## src/rtl/core/i2cm_pkg.sv

```systemverilog
// ============================================================================
// i2cm_pkg - shared types and constants of the I2C master bit engine
// Phase encoding, command codes, configuration register map and the
// structs that carry one tick, one result and the register set.
// ============================================================================
package i2cm_pkg;

    // Bus recovery clocks out this many SCL pulses with SDA released
    localparam int RECOVER_PULSES = 9;
    localparam int BIT_IDX_W      = 4;
    localparam logic [BIT_IDX_W-1:0] REC_LAST = BIT_IDX_W'(RECOVER_PULSES - 1);
    localparam logic [BIT_IDX_W-1:0] BYTE_LAST = BIT_IDX_W'(7);

    localparam int TICK_W    = 8;
    localparam int TMO_W     = 10;
    localparam int CFG_IDX_W = 3;
    localparam int CFG_DATA_W = 10;
    localparam int S_DATA_W  = 16;
    localparam int S_USER_W  = 4;
    localparam int M_DATA_W  = 16;

    localparam logic [TICK_W-1:0] PHASE_TICKS_RST   = 8'd2;
    localparam logic [TICK_W-1:0] SETTLE_TICKS_RST  = 8'd1;
    localparam logic [TICK_W-1:0] RECOVER_TICKS_RST = 8'd5;
    localparam logic [TMO_W-1:0]  ACK_TIMEOUT_RST   = 10'd100;

    typedef enum logic [3:0] {
        ST_IDLE,
        ST_START_A,
        ST_START_B,
        ST_STOP_A,
        ST_STOP_B,
        ST_WR_LO,
        ST_WR_HI,
        ST_ACKW_REL,
        ST_ACKW_HI,
        ST_RD_LO,
        ST_RD_HI,
        ST_RDACK_LO,
        ST_RDACK_HI,
        ST_REC_HI,
        ST_REC_LO
    } phase_t;

    typedef enum logic [2:0] {
        OP_START    = 3'd0,
        OP_STOP     = 3'd1,
        OP_WRITE    = 3'd2,
        OP_READ     = 3'd3,
        OP_WAIT_ACK = 3'd4,
        OP_RECOVER  = 3'd5
    } op_t;

    typedef enum logic [CFG_IDX_W-1:0] {
        CFG_PHASE_TICKS   = 3'd0,
        CFG_SETTLE_TICKS  = 3'd1,
        CFG_RECOVER_TICKS = 3'd2,
        CFG_ACK_TIMEOUT   = 3'd3
    } cfg_idx_t;

    typedef struct packed {
        logic              cmd_valid;
        logic [2:0]        op;
        logic [7:0]        tx_byte;
        logic              ack_send;
        logic              sda_in;
    } tick_t;

    typedef struct packed {
        logic              scl_drive;
        logic              sda_drive;
        logic              busy_res;
        logic              done_res;
        logic [7:0]        rx_byte;
        logic              ack_error;
    } result_t;

    typedef struct packed {
        logic [TICK_W-1:0] phase_ticks;
        logic [TICK_W-1:0] settle_ticks;
        logic [TICK_W-1:0] recover_ticks;
        logic [TMO_W-1:0]  ack_timeout;
    } cfg_t;

endpackage

```

## src/rtl/core/i2cm_in_stage.sv

```systemverilog
// ============================================================================
// i2cm_in_stage - input register of the tick stream
// Holds one accepted tick until the step logic consumes it.
// ============================================================================
module i2cm_in_stage (
    input  logic                          clk,
    input  logic                          rst_n,
    input  logic                          s_tvalid,
    output logic                          s_tready,
    input  logic [i2cm_pkg::S_DATA_W-1:0] s_tdata,
    input  logic [i2cm_pkg::S_USER_W-1:0] s_tuser,
    input  logic                          take,
    output logic                          tick_valid,
    output i2cm_pkg::tick_t               tick
);
    import i2cm_pkg::*;

    logic  valid_reg;
    tick_t tick_reg;

    assign s_tready   = !valid_reg || take;
    assign tick_valid = valid_reg;
    assign tick       = tick_reg;

    always_ff @(posedge clk or negedge rst_n)
    begin
        if (!rst_n)
        begin
            valid_reg <= 1'b0;
        end
        else if (s_tready)
        begin
            valid_reg <= s_tvalid;
        end
    end

    always_ff @(posedge clk)
    begin
        if (s_tready && s_tvalid)
        begin
            tick_reg.cmd_valid <= s_tuser[0];
            tick_reg.op        <= s_tuser[3:1];
            tick_reg.tx_byte   <= s_tdata[7:0];
            tick_reg.ack_send  <= s_tdata[8];
            tick_reg.sda_in    <= s_tdata[9];
        end
    end

endmodule

```

## src/rtl/core/i2cm_step.sv

```systemverilog
// ============================================================================
// i2cm_step - bit sequencer of the I2C master
// Applies one tick to the phase state and gives the levels after that tick.
// ============================================================================
module i2cm_step (
    input  logic              clk,
    input  logic              rst_n,
    input  logic              step_en,
    input  i2cm_pkg::tick_t   tick,
    input  i2cm_pkg::cfg_t    cfg,
    output i2cm_pkg::result_t result
);
    import i2cm_pkg::*;

    phase_t                 phase_reg, phase_next;
    logic [TICK_W-1:0]      tick_cnt_reg, tick_cnt_next;
    logic [BIT_IDX_W-1:0]   bit_idx_reg, bit_idx_next;
    logic [7:0]             shift_reg, shift_next;
    logic [TMO_W-1:0]       tmo_reg, tmo_next;
    logic [TMO_W-1:0]       tmo_dec;
    logic                   scl_reg, scl_next;
    logic                   sda_reg, sda_next;
    logic                   ack_flag_reg, ack_flag_next;
    logic                   ack_choice_reg, ack_choice_next;
    logic [7:0]             rx_hold_reg, rx_hold_next;
    logic                   done_next;
    logic                   wait_more;

    assign wait_more = tick_cnt_reg > TICK_W'(1);
    assign tmo_dec   = tmo_reg - TMO_W'(1);

    // next phase
    always_comb
    begin
        phase_next = phase_reg;
        if (phase_reg == ST_IDLE)
        begin
            if (tick.cmd_valid)
            begin
                case (op_t'(tick.op))
                    OP_START:    phase_next = ST_START_A;
                    OP_STOP:     phase_next = ST_STOP_A;
                    OP_WRITE:    phase_next = ST_WR_LO;
                    OP_READ:     phase_next = ST_RD_LO;
                    OP_WAIT_ACK: phase_next = ST_ACKW_REL;
                    OP_RECOVER:  phase_next = ST_REC_HI;
                    default:     phase_next = ST_IDLE;
                endcase
            end
        end
        else if (!wait_more)
        begin
            unique case (phase_reg)
                ST_START_A:  phase_next = ST_START_B;
                ST_STOP_A:   phase_next = ST_STOP_B;
                ST_WR_LO:    phase_next = ST_WR_HI;
                ST_WR_HI:    phase_next = (bit_idx_reg == '0) ? ST_IDLE : ST_WR_LO;
                ST_ACKW_REL: phase_next = ST_ACKW_HI;
                ST_ACKW_HI:  phase_next = (!tick.sda_in || tmo_dec == '0) ?
                                          ST_IDLE : ST_ACKW_HI;
                ST_RD_LO:    phase_next = ST_RD_HI;
                ST_RD_HI:    phase_next = (bit_idx_reg == '0) ? ST_RDACK_LO : ST_RD_LO;
                ST_RDACK_LO: phase_next = ST_RDACK_HI;
                ST_REC_HI:   phase_next = ST_REC_LO;
                ST_REC_LO:   phase_next = (bit_idx_reg == '0) ? ST_IDLE : ST_REC_HI;
                default:     phase_next = ST_IDLE;
            endcase
        end
    end

    // datapath and line levels
    always_comb
    begin
        tick_cnt_next   = tick_cnt_reg;
        bit_idx_next    = bit_idx_reg;
        shift_next      = shift_reg;
        tmo_next        = tmo_reg;
        scl_next        = scl_reg;
        sda_next        = sda_reg;
        ack_flag_next   = ack_flag_reg;
        ack_choice_next = ack_choice_reg;
        rx_hold_next    = rx_hold_reg;
        done_next       = 1'b0;
        if (phase_reg == ST_IDLE)
        begin
            if (tick.cmd_valid)
            begin
                case (op_t'(tick.op))
                    OP_START:
                    begin
                        scl_next      = 1'b1;
                        sda_next      = 1'b1;
                        tick_cnt_next = cfg.phase_ticks;
                    end
                    OP_STOP:
                    begin
                        scl_next      = 1'b0;
                        sda_next      = 1'b0;
                        tick_cnt_next = cfg.phase_ticks;
                    end
                    OP_WRITE:
                    begin
                        shift_next    = tick.tx_byte;
                        bit_idx_next  = BYTE_LAST;
                        scl_next      = 1'b0;
                        sda_next      = tick.tx_byte[7];
                        tick_cnt_next = cfg.phase_ticks;
                    end
                    OP_READ:
                    begin
                        shift_next      = '0;
                        bit_idx_next    = BYTE_LAST;
                        ack_choice_next = tick.ack_send;
                        scl_next        = 1'b0;
                        sda_next        = 1'b1;
                        tick_cnt_next   = cfg.phase_ticks;
                    end
                    OP_WAIT_ACK:
                    begin
                        tmo_next      = cfg.ack_timeout;
                        sda_next      = 1'b1;
                        tick_cnt_next = cfg.settle_ticks;
                    end
                    OP_RECOVER:
                    begin
                        bit_idx_next  = REC_LAST;
                        scl_next      = 1'b1;
                        sda_next      = 1'b1;
                        tick_cnt_next = cfg.recover_ticks;
                    end
                    default:
                    begin
                        tick_cnt_next = tick_cnt_reg;
                    end
                endcase
            end
        end
        else if (wait_more)
        begin
            tick_cnt_next = tick_cnt_reg - TICK_W'(1);
        end
        else
        begin
            unique case (phase_reg)
                ST_START_A:
                begin
                    sda_next      = 1'b0;
                    tick_cnt_next = cfg.phase_ticks;
                end
                ST_START_B:
                begin
                    scl_next      = 1'b0;
                    tick_cnt_next = '0;
                    done_next     = 1'b1;
                end
                ST_STOP_A:
                begin
                    scl_next      = 1'b1;
                    tick_cnt_next = cfg.phase_ticks;
                end
                ST_STOP_B:
                begin
                    sda_next      = 1'b1;
                    tick_cnt_next = '0;
                    done_next     = 1'b1;
                end
                ST_WR_LO:
                begin
                    scl_next      = 1'b1;
                    tick_cnt_next = cfg.phase_ticks;
                end
                ST_WR_HI:
                begin
                    scl_next = 1'b0;
                    if (bit_idx_reg == '0)
                    begin
                        sda_next      = 1'b1;
                        tick_cnt_next = '0;
                        done_next     = 1'b1;
                    end
                    else
                    begin
                        bit_idx_next  = bit_idx_reg - BIT_IDX_W'(1);
                        shift_next    = {shift_reg[6:0], 1'b0};
                        sda_next      = shift_reg[6];
                        tick_cnt_next = cfg.phase_ticks;
                    end
                end
                ST_ACKW_REL:
                begin
                    scl_next      = 1'b1;
                    tick_cnt_next = cfg.settle_ticks;
                end
                ST_ACKW_HI:
                begin
                    if (!tick.sda_in)
                    begin
                        scl_next      = 1'b0;
                        ack_flag_next = 1'b0;
                        tick_cnt_next = '0;
                        done_next     = 1'b1;
                    end
                    else
                    begin
                        tmo_next = tmo_dec;
                        if (tmo_dec == '0)
                        begin
                            scl_next      = 1'b0;
                            ack_flag_next = 1'b1;
                            tick_cnt_next = '0;
                            done_next     = 1'b1;
                        end
                        else
                        begin
                            tick_cnt_next = cfg.settle_ticks;
                        end
                    end
                end
                ST_RD_LO:
                begin
                    scl_next      = 1'b1;
                    shift_next    = {shift_reg[6:0], tick.sda_in};
                    tick_cnt_next = cfg.phase_ticks;
                end
                ST_RD_HI:
                begin
                    scl_next      = 1'b0;
                    tick_cnt_next = cfg.phase_ticks;
                    if (bit_idx_reg == '0)
                    begin
                        sda_next = !ack_choice_reg;
                    end
                    else
                    begin
                        bit_idx_next = bit_idx_reg - BIT_IDX_W'(1);
                    end
                end
                ST_RDACK_LO:
                begin
                    scl_next      = 1'b1;
                    tick_cnt_next = cfg.phase_ticks;
                end
                ST_RDACK_HI:
                begin
                    scl_next      = 1'b0;
                    rx_hold_next  = shift_reg;
                    tick_cnt_next = '0;
                    done_next     = 1'b1;
                end
                ST_REC_HI:
                begin
                    scl_next      = 1'b0;
                    tick_cnt_next = cfg.recover_ticks;
                end
                ST_REC_LO:
                begin
                    scl_next = 1'b1;
                    if (bit_idx_reg == '0)
                    begin
                        sda_next      = 1'b1;
                        tick_cnt_next = '0;
                        done_next     = 1'b1;
                    end
                    else
                    begin
                        bit_idx_next  = bit_idx_reg - BIT_IDX_W'(1);
                        tick_cnt_next = cfg.recover_ticks;
                    end
                end
                default:
                begin
                    tick_cnt_next = tick_cnt_reg;
                end
            endcase
        end
    end

    always_ff @(posedge clk or negedge rst_n)
    begin
        if (!rst_n)
        begin
            phase_reg      <= ST_IDLE;
            tick_cnt_reg   <= '0;
            bit_idx_reg    <= '0;
            shift_reg      <= '0;
            tmo_reg        <= '0;
            scl_reg        <= 1'b1;
            sda_reg        <= 1'b1;
            ack_flag_reg   <= 1'b0;
            ack_choice_reg <= 1'b0;
            rx_hold_reg    <= '0;
        end
        else if (step_en)
        begin
            phase_reg      <= phase_next;
            tick_cnt_reg   <= tick_cnt_next;
            bit_idx_reg    <= bit_idx_next;
            shift_reg      <= shift_next;
            tmo_reg        <= tmo_next;
            scl_reg        <= scl_next;
            sda_reg        <= sda_next;
            ack_flag_reg   <= ack_flag_next;
            ack_choice_reg <= ack_choice_next;
            rx_hold_reg    <= rx_hold_next;
        end
    end

    assign result.scl_drive = scl_next;
    assign result.sda_drive = sda_next;
    assign result.busy_res  = phase_next != ST_IDLE;
    assign result.done_res  = done_next;
    assign result.rx_byte   = rx_hold_next;
    assign result.ack_error = ack_flag_next;

endmodule

```

## src/rtl/core/i2c_master_bit_engine.sv

```systemverilog
// ============================================================================
// i2c_master_bit_engine - tick-driven I2C master bit engine
// A tick request appears as a result request after the input register and then
// the result register. Throughput: one tick per cycle while the result side
// does not stall; the phase sequencer updates its state on each accepted tick.
// Reset (rst_n low, asynchronous): bus lines released, sequencer idle,
// registers at phase 2, settle 1, recover 5, ACK timeout 100.
// ============================================================================
module i2c_master_bit_engine (
    input  logic                            clk,
    input  logic                            rst_n,
    // tick requests
    input  logic                            s_tvalid,
    output logic                            s_tready,
    // [7:0] tx_byte, [8] ack_send, [9] sda_in, [15:10] zero
    input  logic [i2cm_pkg::S_DATA_W-1:0]   s_tdata,
    // [0] cmd_valid, [3:1] op
    input  logic [i2cm_pkg::S_USER_W-1:0]   s_tuser,
    // result requests
    output logic                            m_tvalid,
    input  logic                            m_tready,
    // [0] scl_drive, [1] sda_drive, [2] busy_res, [3] done_res,
    // [11:4] rx_byte, [12] ack_error, [15:13] zero
    output logic [i2cm_pkg::M_DATA_W-1:0]   m_tdata,
    // register writes
    input  logic                            cfg_valid,
    output logic                            cfg_ready,
    input  logic [i2cm_pkg::CFG_IDX_W-1:0]  cfg_index,
    input  logic [i2cm_pkg::CFG_DATA_W-1:0] cfg_data
);
    import i2cm_pkg::*;

    cfg_t    cfg_reg;
    tick_t   tick;
    logic    tick_valid;
    logic    advance;
    result_t result;
    logic    out_valid_reg;
    result_t out_reg;

    // Register writes are always taken and land at once; issue them only while
    // no tick is in flight.
    assign cfg_ready = 1'b1;

    always_ff @(posedge clk or negedge rst_n)
    begin
        if (!rst_n)
        begin
            cfg_reg.phase_ticks   <= PHASE_TICKS_RST;
            cfg_reg.settle_ticks  <= SETTLE_TICKS_RST;
            cfg_reg.recover_ticks <= RECOVER_TICKS_RST;
            cfg_reg.ack_timeout   <= ACK_TIMEOUT_RST;
        end
        else if (cfg_valid && cfg_ready)
        begin
            // drop writes to indexes past the register map
            case (cfg_idx_t'(cfg_index))
                CFG_PHASE_TICKS:   cfg_reg.phase_ticks   <= cfg_data[TICK_W-1:0];
                CFG_SETTLE_TICKS:  cfg_reg.settle_ticks  <= cfg_data[TICK_W-1:0];
                CFG_RECOVER_TICKS: cfg_reg.recover_ticks <= cfg_data[TICK_W-1:0];
                CFG_ACK_TIMEOUT:   cfg_reg.ack_timeout   <= cfg_data[TMO_W-1:0];
                default:           cfg_reg <= cfg_reg;
            endcase
        end
    end

    // Advance the sequencer when a tick waits and the result slot is free or
    // being emptied this cycle; otherwise hold both the tick and the state.
    assign advance = tick_valid && (!out_valid_reg || m_tready);

    i2cm_in_stage u_in (
        .clk        (clk),
        .rst_n      (rst_n),
        .s_tvalid   (s_tvalid),
        .s_tready   (s_tready),
        .s_tdata    (s_tdata),
        .s_tuser    (s_tuser),
        .take       (advance),
        .tick_valid (tick_valid),
        .tick       (tick)
    );

    i2cm_step u_step (
        .clk     (clk),
        .rst_n   (rst_n),
        .step_en (advance),
        .tick    (tick),
        .cfg     (cfg_reg),
        .result  (result)
    );

    // Result register: parts the sequencer from the downstream stall.
    always_ff @(posedge clk or negedge rst_n)
    begin
        if (!rst_n)
        begin
            out_valid_reg <= 1'b0;
        end
        else if (!out_valid_reg || m_tready)
        begin
            out_valid_reg <= tick_valid;
        end
    end

    always_ff @(posedge clk)
    begin
        if (advance)
        begin
            out_reg <= result;
        end
    end

    assign m_tvalid = out_valid_reg;
    assign m_tdata  = {3'b000, out_reg.ack_error, out_reg.rx_byte, out_reg.done_res,
                       out_reg.busy_res, out_reg.sda_drive, out_reg.scl_drive};

endmodule

```

## config.mk

```make
export PLATFORM = sky130hd
export DESIGN_NAME = i2c_master_bit_engine
export DESIGN_NICKNAME = d
export VERILOG_FILES = /design/src/rtl/core/i2cm_pkg.sv /design/src/rtl/core/i2cm_in_stage.sv /design/src/rtl/core/i2cm_step.sv /design/src/rtl/core/i2c_master_bit_engine.sv
export SDC_FILE = /design/constraint.sdc
export NUM_CORES = 1
export LEC_CHECK = 0
export BUFFER_PORTS_ARGS = -buffer_cell sky130_fd_sc_hd__buf_2
export CORE_MARGIN = 1.5
export CORE_UTILIZATION = 41
export CTS_CLUSTER_SIZE = 25
export DETAILED_ROUTE_END_ITERATION = 10
export SLEW_MARGIN = 20
export SYNTH_ARGS = -nofsm -noshare
export SYNTH_HDL_FRONTEND = slang
export SYNTH_SLANG_ARGS = --single-unit
```

## constraint.sdc

```tcl
create_clock -name clk -period 5.5 [get_ports clk]
set_input_delay 1.1 -clock clk [delete_from_list [all_inputs] [get_ports clk]]
set_output_delay 1.1 -clock clk [all_outputs]
set_load 0.01 [all_outputs]
```

==> flow_summary.rst <==
.. list-table::
   :header-rows: 1

   * - Metric
     - Value
   * - Flip-flop count of the largest register after layout
     - 34
   * - Worst Max-Slew Pin Slew
     - 0.886 ns
   * - Final number of max-transition violations
     - 0
   * - Avg Synthesized Cell Area
     - 10.3 sq um
   * - Setup crit end kind
     - flop
   * - Reg2reg path depth
     - 8
   * - Final setup skew
     - 0.0105 ns
   * - Data required time at the worst endpoint
     - 5.71 ns
   * - Number of buffers added to fix hold violations after cts
     - 0
   * - Avg Vias per Cell
     - 5.81
   * - Residual DRC
     - 0
   * - Rel. slew slack
     - 40.4%
   * - Register area share after synthesis
     - 48.6%
   * - Port Buffers
     - 46
   * - Count of flip-flops with a built-in enable after synthesis
     - 27
   * - Detailed Routing Iterations Pass 1
     - 5
   * - Worst IR Drop VDD
     - 0.000219 V
   * - Arrival time at the worst endpoint
     - 3.57 ns
   * - Number of vias in the routed layout
     - 4582
   * - Top cells by area, synth
     - dfrtp_1 (31%), edfxtp_1 (14%), mux2_2 (9.7%)
   * - Via count of the first global-routing pass
     - 4428
   * - CTS clk-pin slew, worst paths
     - 0.08 ns
   * - Proportion of synthesized area in mux cells
     - 11.1%
   * - Die width
     - 123 um
   * - Async S/R FF share, synth
     - 75.2%
   * - Synth Flop Type
     - dfrtp_1
   * - Count of mapped cells out of synthesis
     - 573
   * - Cell depth of the worst min-delay path
     - 1
   * - CTS root buf
     - clkbuf_16
   * - Dominant cell by count in the synthesized netlist
     - dfrtp_1
   * - Number of antenna repair diodes
     - 0
   * - Routed Wire Length
     - 13900 um
   * - Seq cells post-synth
     - 109
   * - Iteration-0 DRC count of the detailed router
     - 329
   * - Total GRT Usage
     - 19.4%
   * - Total of fill cells in the finished design
     - 1329
   * - Number of H-tree branching levels
     - 3
   * - Layer with the highest usage
     - met2
   * - Final hold vios
     - 0
   * - Crit path launch type
     - input port
   * - Endpoints failing setup
     - 0
   * - Leakage
     - 0.00263 uW
   * - Cts repair resizes
     - 0
   * - Die Ht
     - 123 um
   * - Worst slack at placement
     - 1.66 ns
   * - GP Congestion
     - 0.859
   * - FF/Latch Area
     - 2870 sq um
   * - Class of the tightest hold or removal check
     - flop to flop
   * - Wire length of the first global-routing pass
     - 22800 um
   * - Starting utilization of the core area
     - 42.3%
   * - Aggregate global routing overflow
     - 0
   * - Unrepaired setup endpoints after global routing
     - false
   * - Crit Path Category
     - input port to flop
   * - Area growth from synthesis to layout
     - 11.2%
   * - Outcome
     - completed
   * - Post-CTS setup buffers
     - 0
   * - Highest fanout seen on the critical path
     - 21
   * - Maximum achievable frequency
     - 298 MHz
   * - Cell types with the highest counts after synthesis
     - dfrtp_1 (73), nand2_1 (56), mux2_2 (51), o21ai_0 (36), nor2_1 (35)
   * - CTS tree
     - built
   * - Die Area
     - 15200 sq um
   * - Ratio of cells with drive above 1 in the final layout
     - 23.8%
   * - Clock latency reported for the late side of the worst-skew pair
     - 0.36 ns
   * - Compound-Gate Fraction of Synth Area
     - 18.8%
   * - Final period util
     - 61.0%
   * - Number of standard-cell rows in the floorplan
     - 43
   * - Cell taking the most area after synthesis
     - dfrtp_1
   * - Post-synthesis instance area
     - 5920 sq um
   * - Pwr dens
     - 458 nW/um^2
   * - Maximum number of pins on one net before global-route repair
     - 83
   * - Xor and xnor fraction of the mapped netlist area
     - 0.592%
   * - Ports placed on the boundary
     - 57
   * - Number of nets in the layout
     - 646
   * - Buffer depth of the longest clock path
     - 2
   * - Clock period minus final worst setup slack
     - 3.36 ns
   * - Dpl hpwl
     - 9550 um
   * - Synth Warn #
     - 0
   * - Dominant combinational cell family by area after synthesis
     - compound AO/OA/AOI/OAI gates
   * - Area used by multi-input combinational logic
     - 2860 sq um
   * - Adder-cell share of the synthesized area
     - 1.06%
   * - Clock net sink count
     - 109
   * - Number of library cell types mapped by synthesis
     - 75
   * - Global routing usage on met3
     - 3.37%
   * - Initial antenna violation count
     - 0
   * - Post-detailed-route count of antenna-violating nets
     - 0
   * - Routed wire per std cell
     - 17.6 um
   * - Met2 usage
     - 31.9%
   * - Core Region
     - 14000 sq um
   * - M1 GR Usage
     - 26.1%
   * - Post-route setup TNS
     - 0 ns
   * - Total CTS buffers
     - 9
   * - Final worst-path setup slack
     - 2.14 ns
   * - Synth top area share
     - 30.9%
   * - Share of synthesized cell area in and, or, nand and nor gates
     - 16.4%
   * - # Max-Cap Violations
     - 0
[critical path, cell delays in order]
cell	delay (ns)
buf_2	0.09
nand2b_1	0.17
nand2_1	0.45
clkinv_1	0.82
o21ai_2	0.40
o21bai_2	0.34
o21ai_0	0.19
[layout by cell type (no fill, tap or decap), types with 5 or more instances in the layout]
cell / n
ha_1: 5
o21ai_0: 36
nor2_1: 35
buf_4: 5
o211ai_1: 11
mux2i_1: 8
a22oi_1: 14
edfxtp_1: 27
nand4_1: 5
mux2_2: 51
nand2_1: 56
nand2b_1: 9
nor3_1: 13
and2_1: 6
o22ai_1: 5
nor2b_1: 11
buf_2: 45
dfstp_2: 9
o21ai_1: 10
a221oi_1: 5
a21oi_1: 29
dfrtp_1: 73
or2_2: 5
o2bb2ai_1: 5
nand3_1: 13
clkbuf_16: 9
inv_1: 12
[cell families after synthesis]
family          Yosys count
flops                   109
simple gates            182
xor+xnor                  4
mux                      59
other cells               2
buf+inv                  47
compound gates          165
fa+ha+maj                 5
[path summary, 6_finish.rpt]
check,start,to,slack (ns)
worst max-delay path,m_tready,u_step.shift_reg[7]$_DFFE_PN0P_,2.14
worst min-delay path,u_in.tick[1]$_DFFE_PP_,u_step.ack_choice_reg$_DFFE_PN0P_,0.48
worst max register to register,u_step.tick_cnt_reg[0]$_DFFE_PN0P_,m_tdata[2]$_DFFE_PP_,2.61
worst min register to register,u_in.tick[1]$_DFFE_PP_,u_step.ack_choice_reg$_DFFE_PN0P_,0.48
max in group asynchronous,rst_n,m_tvalid$_DFFE_PN0P_,4.18
min in group asynchronous,rst_n,cfg_reg[7]$_DFFE_PN0P_,0.77
[layout make-up]
| class | instances | share of cell area [%] |
|---|---|---|
| well taps | 180 | 3.42 |
| clock buffers | 9 | 3.42 |
| repair buffers | 51 | 4.17 |
| multi-input cells | 419 | 43.4 |
| clock inverters | 7 | 1.14 |
| inverters | 13 | 0.742 |
| flip-flops and latches | 109 | 43.7 |
[power breakdown]
| part | switching [uW] | leakage [uW] | total [uW] | internal [uW] |
|---|---|---|---|---|
| clock network | 333 | 0.000145 | 658 | 325 |
| logic | 618 | 0.00120 | 1070 | 451 |
| registers | 263 | 0.00128 | 1290 | 1020 |
[per-stage QoR]
step           instance area (sq um)  total power, uW  utilization, %  instances  hold slack [ns]
2_1_floorplan                   5920             2060               -        575            0.455
3_3_place_gp                    6260             2310            44.8        772            0.479
3_5_place_dp                    6260             2350            44.8        772            0.466
4_1_cts                         6570             3010            46.9        788            0.483
5_1_grt                         6580             3240            47.0        788            0.498
6_report                        6580             3010            47.0        788            0.479
[per-layer routing]
metal  vias to the layer above  routed length [um]
li1                       2204                   -
met1                      2282                6540
met2                        87                6730
met3                         9                 457
met4                         0                 153
met5                         -                   0
(Power assumes the default switching activity.)
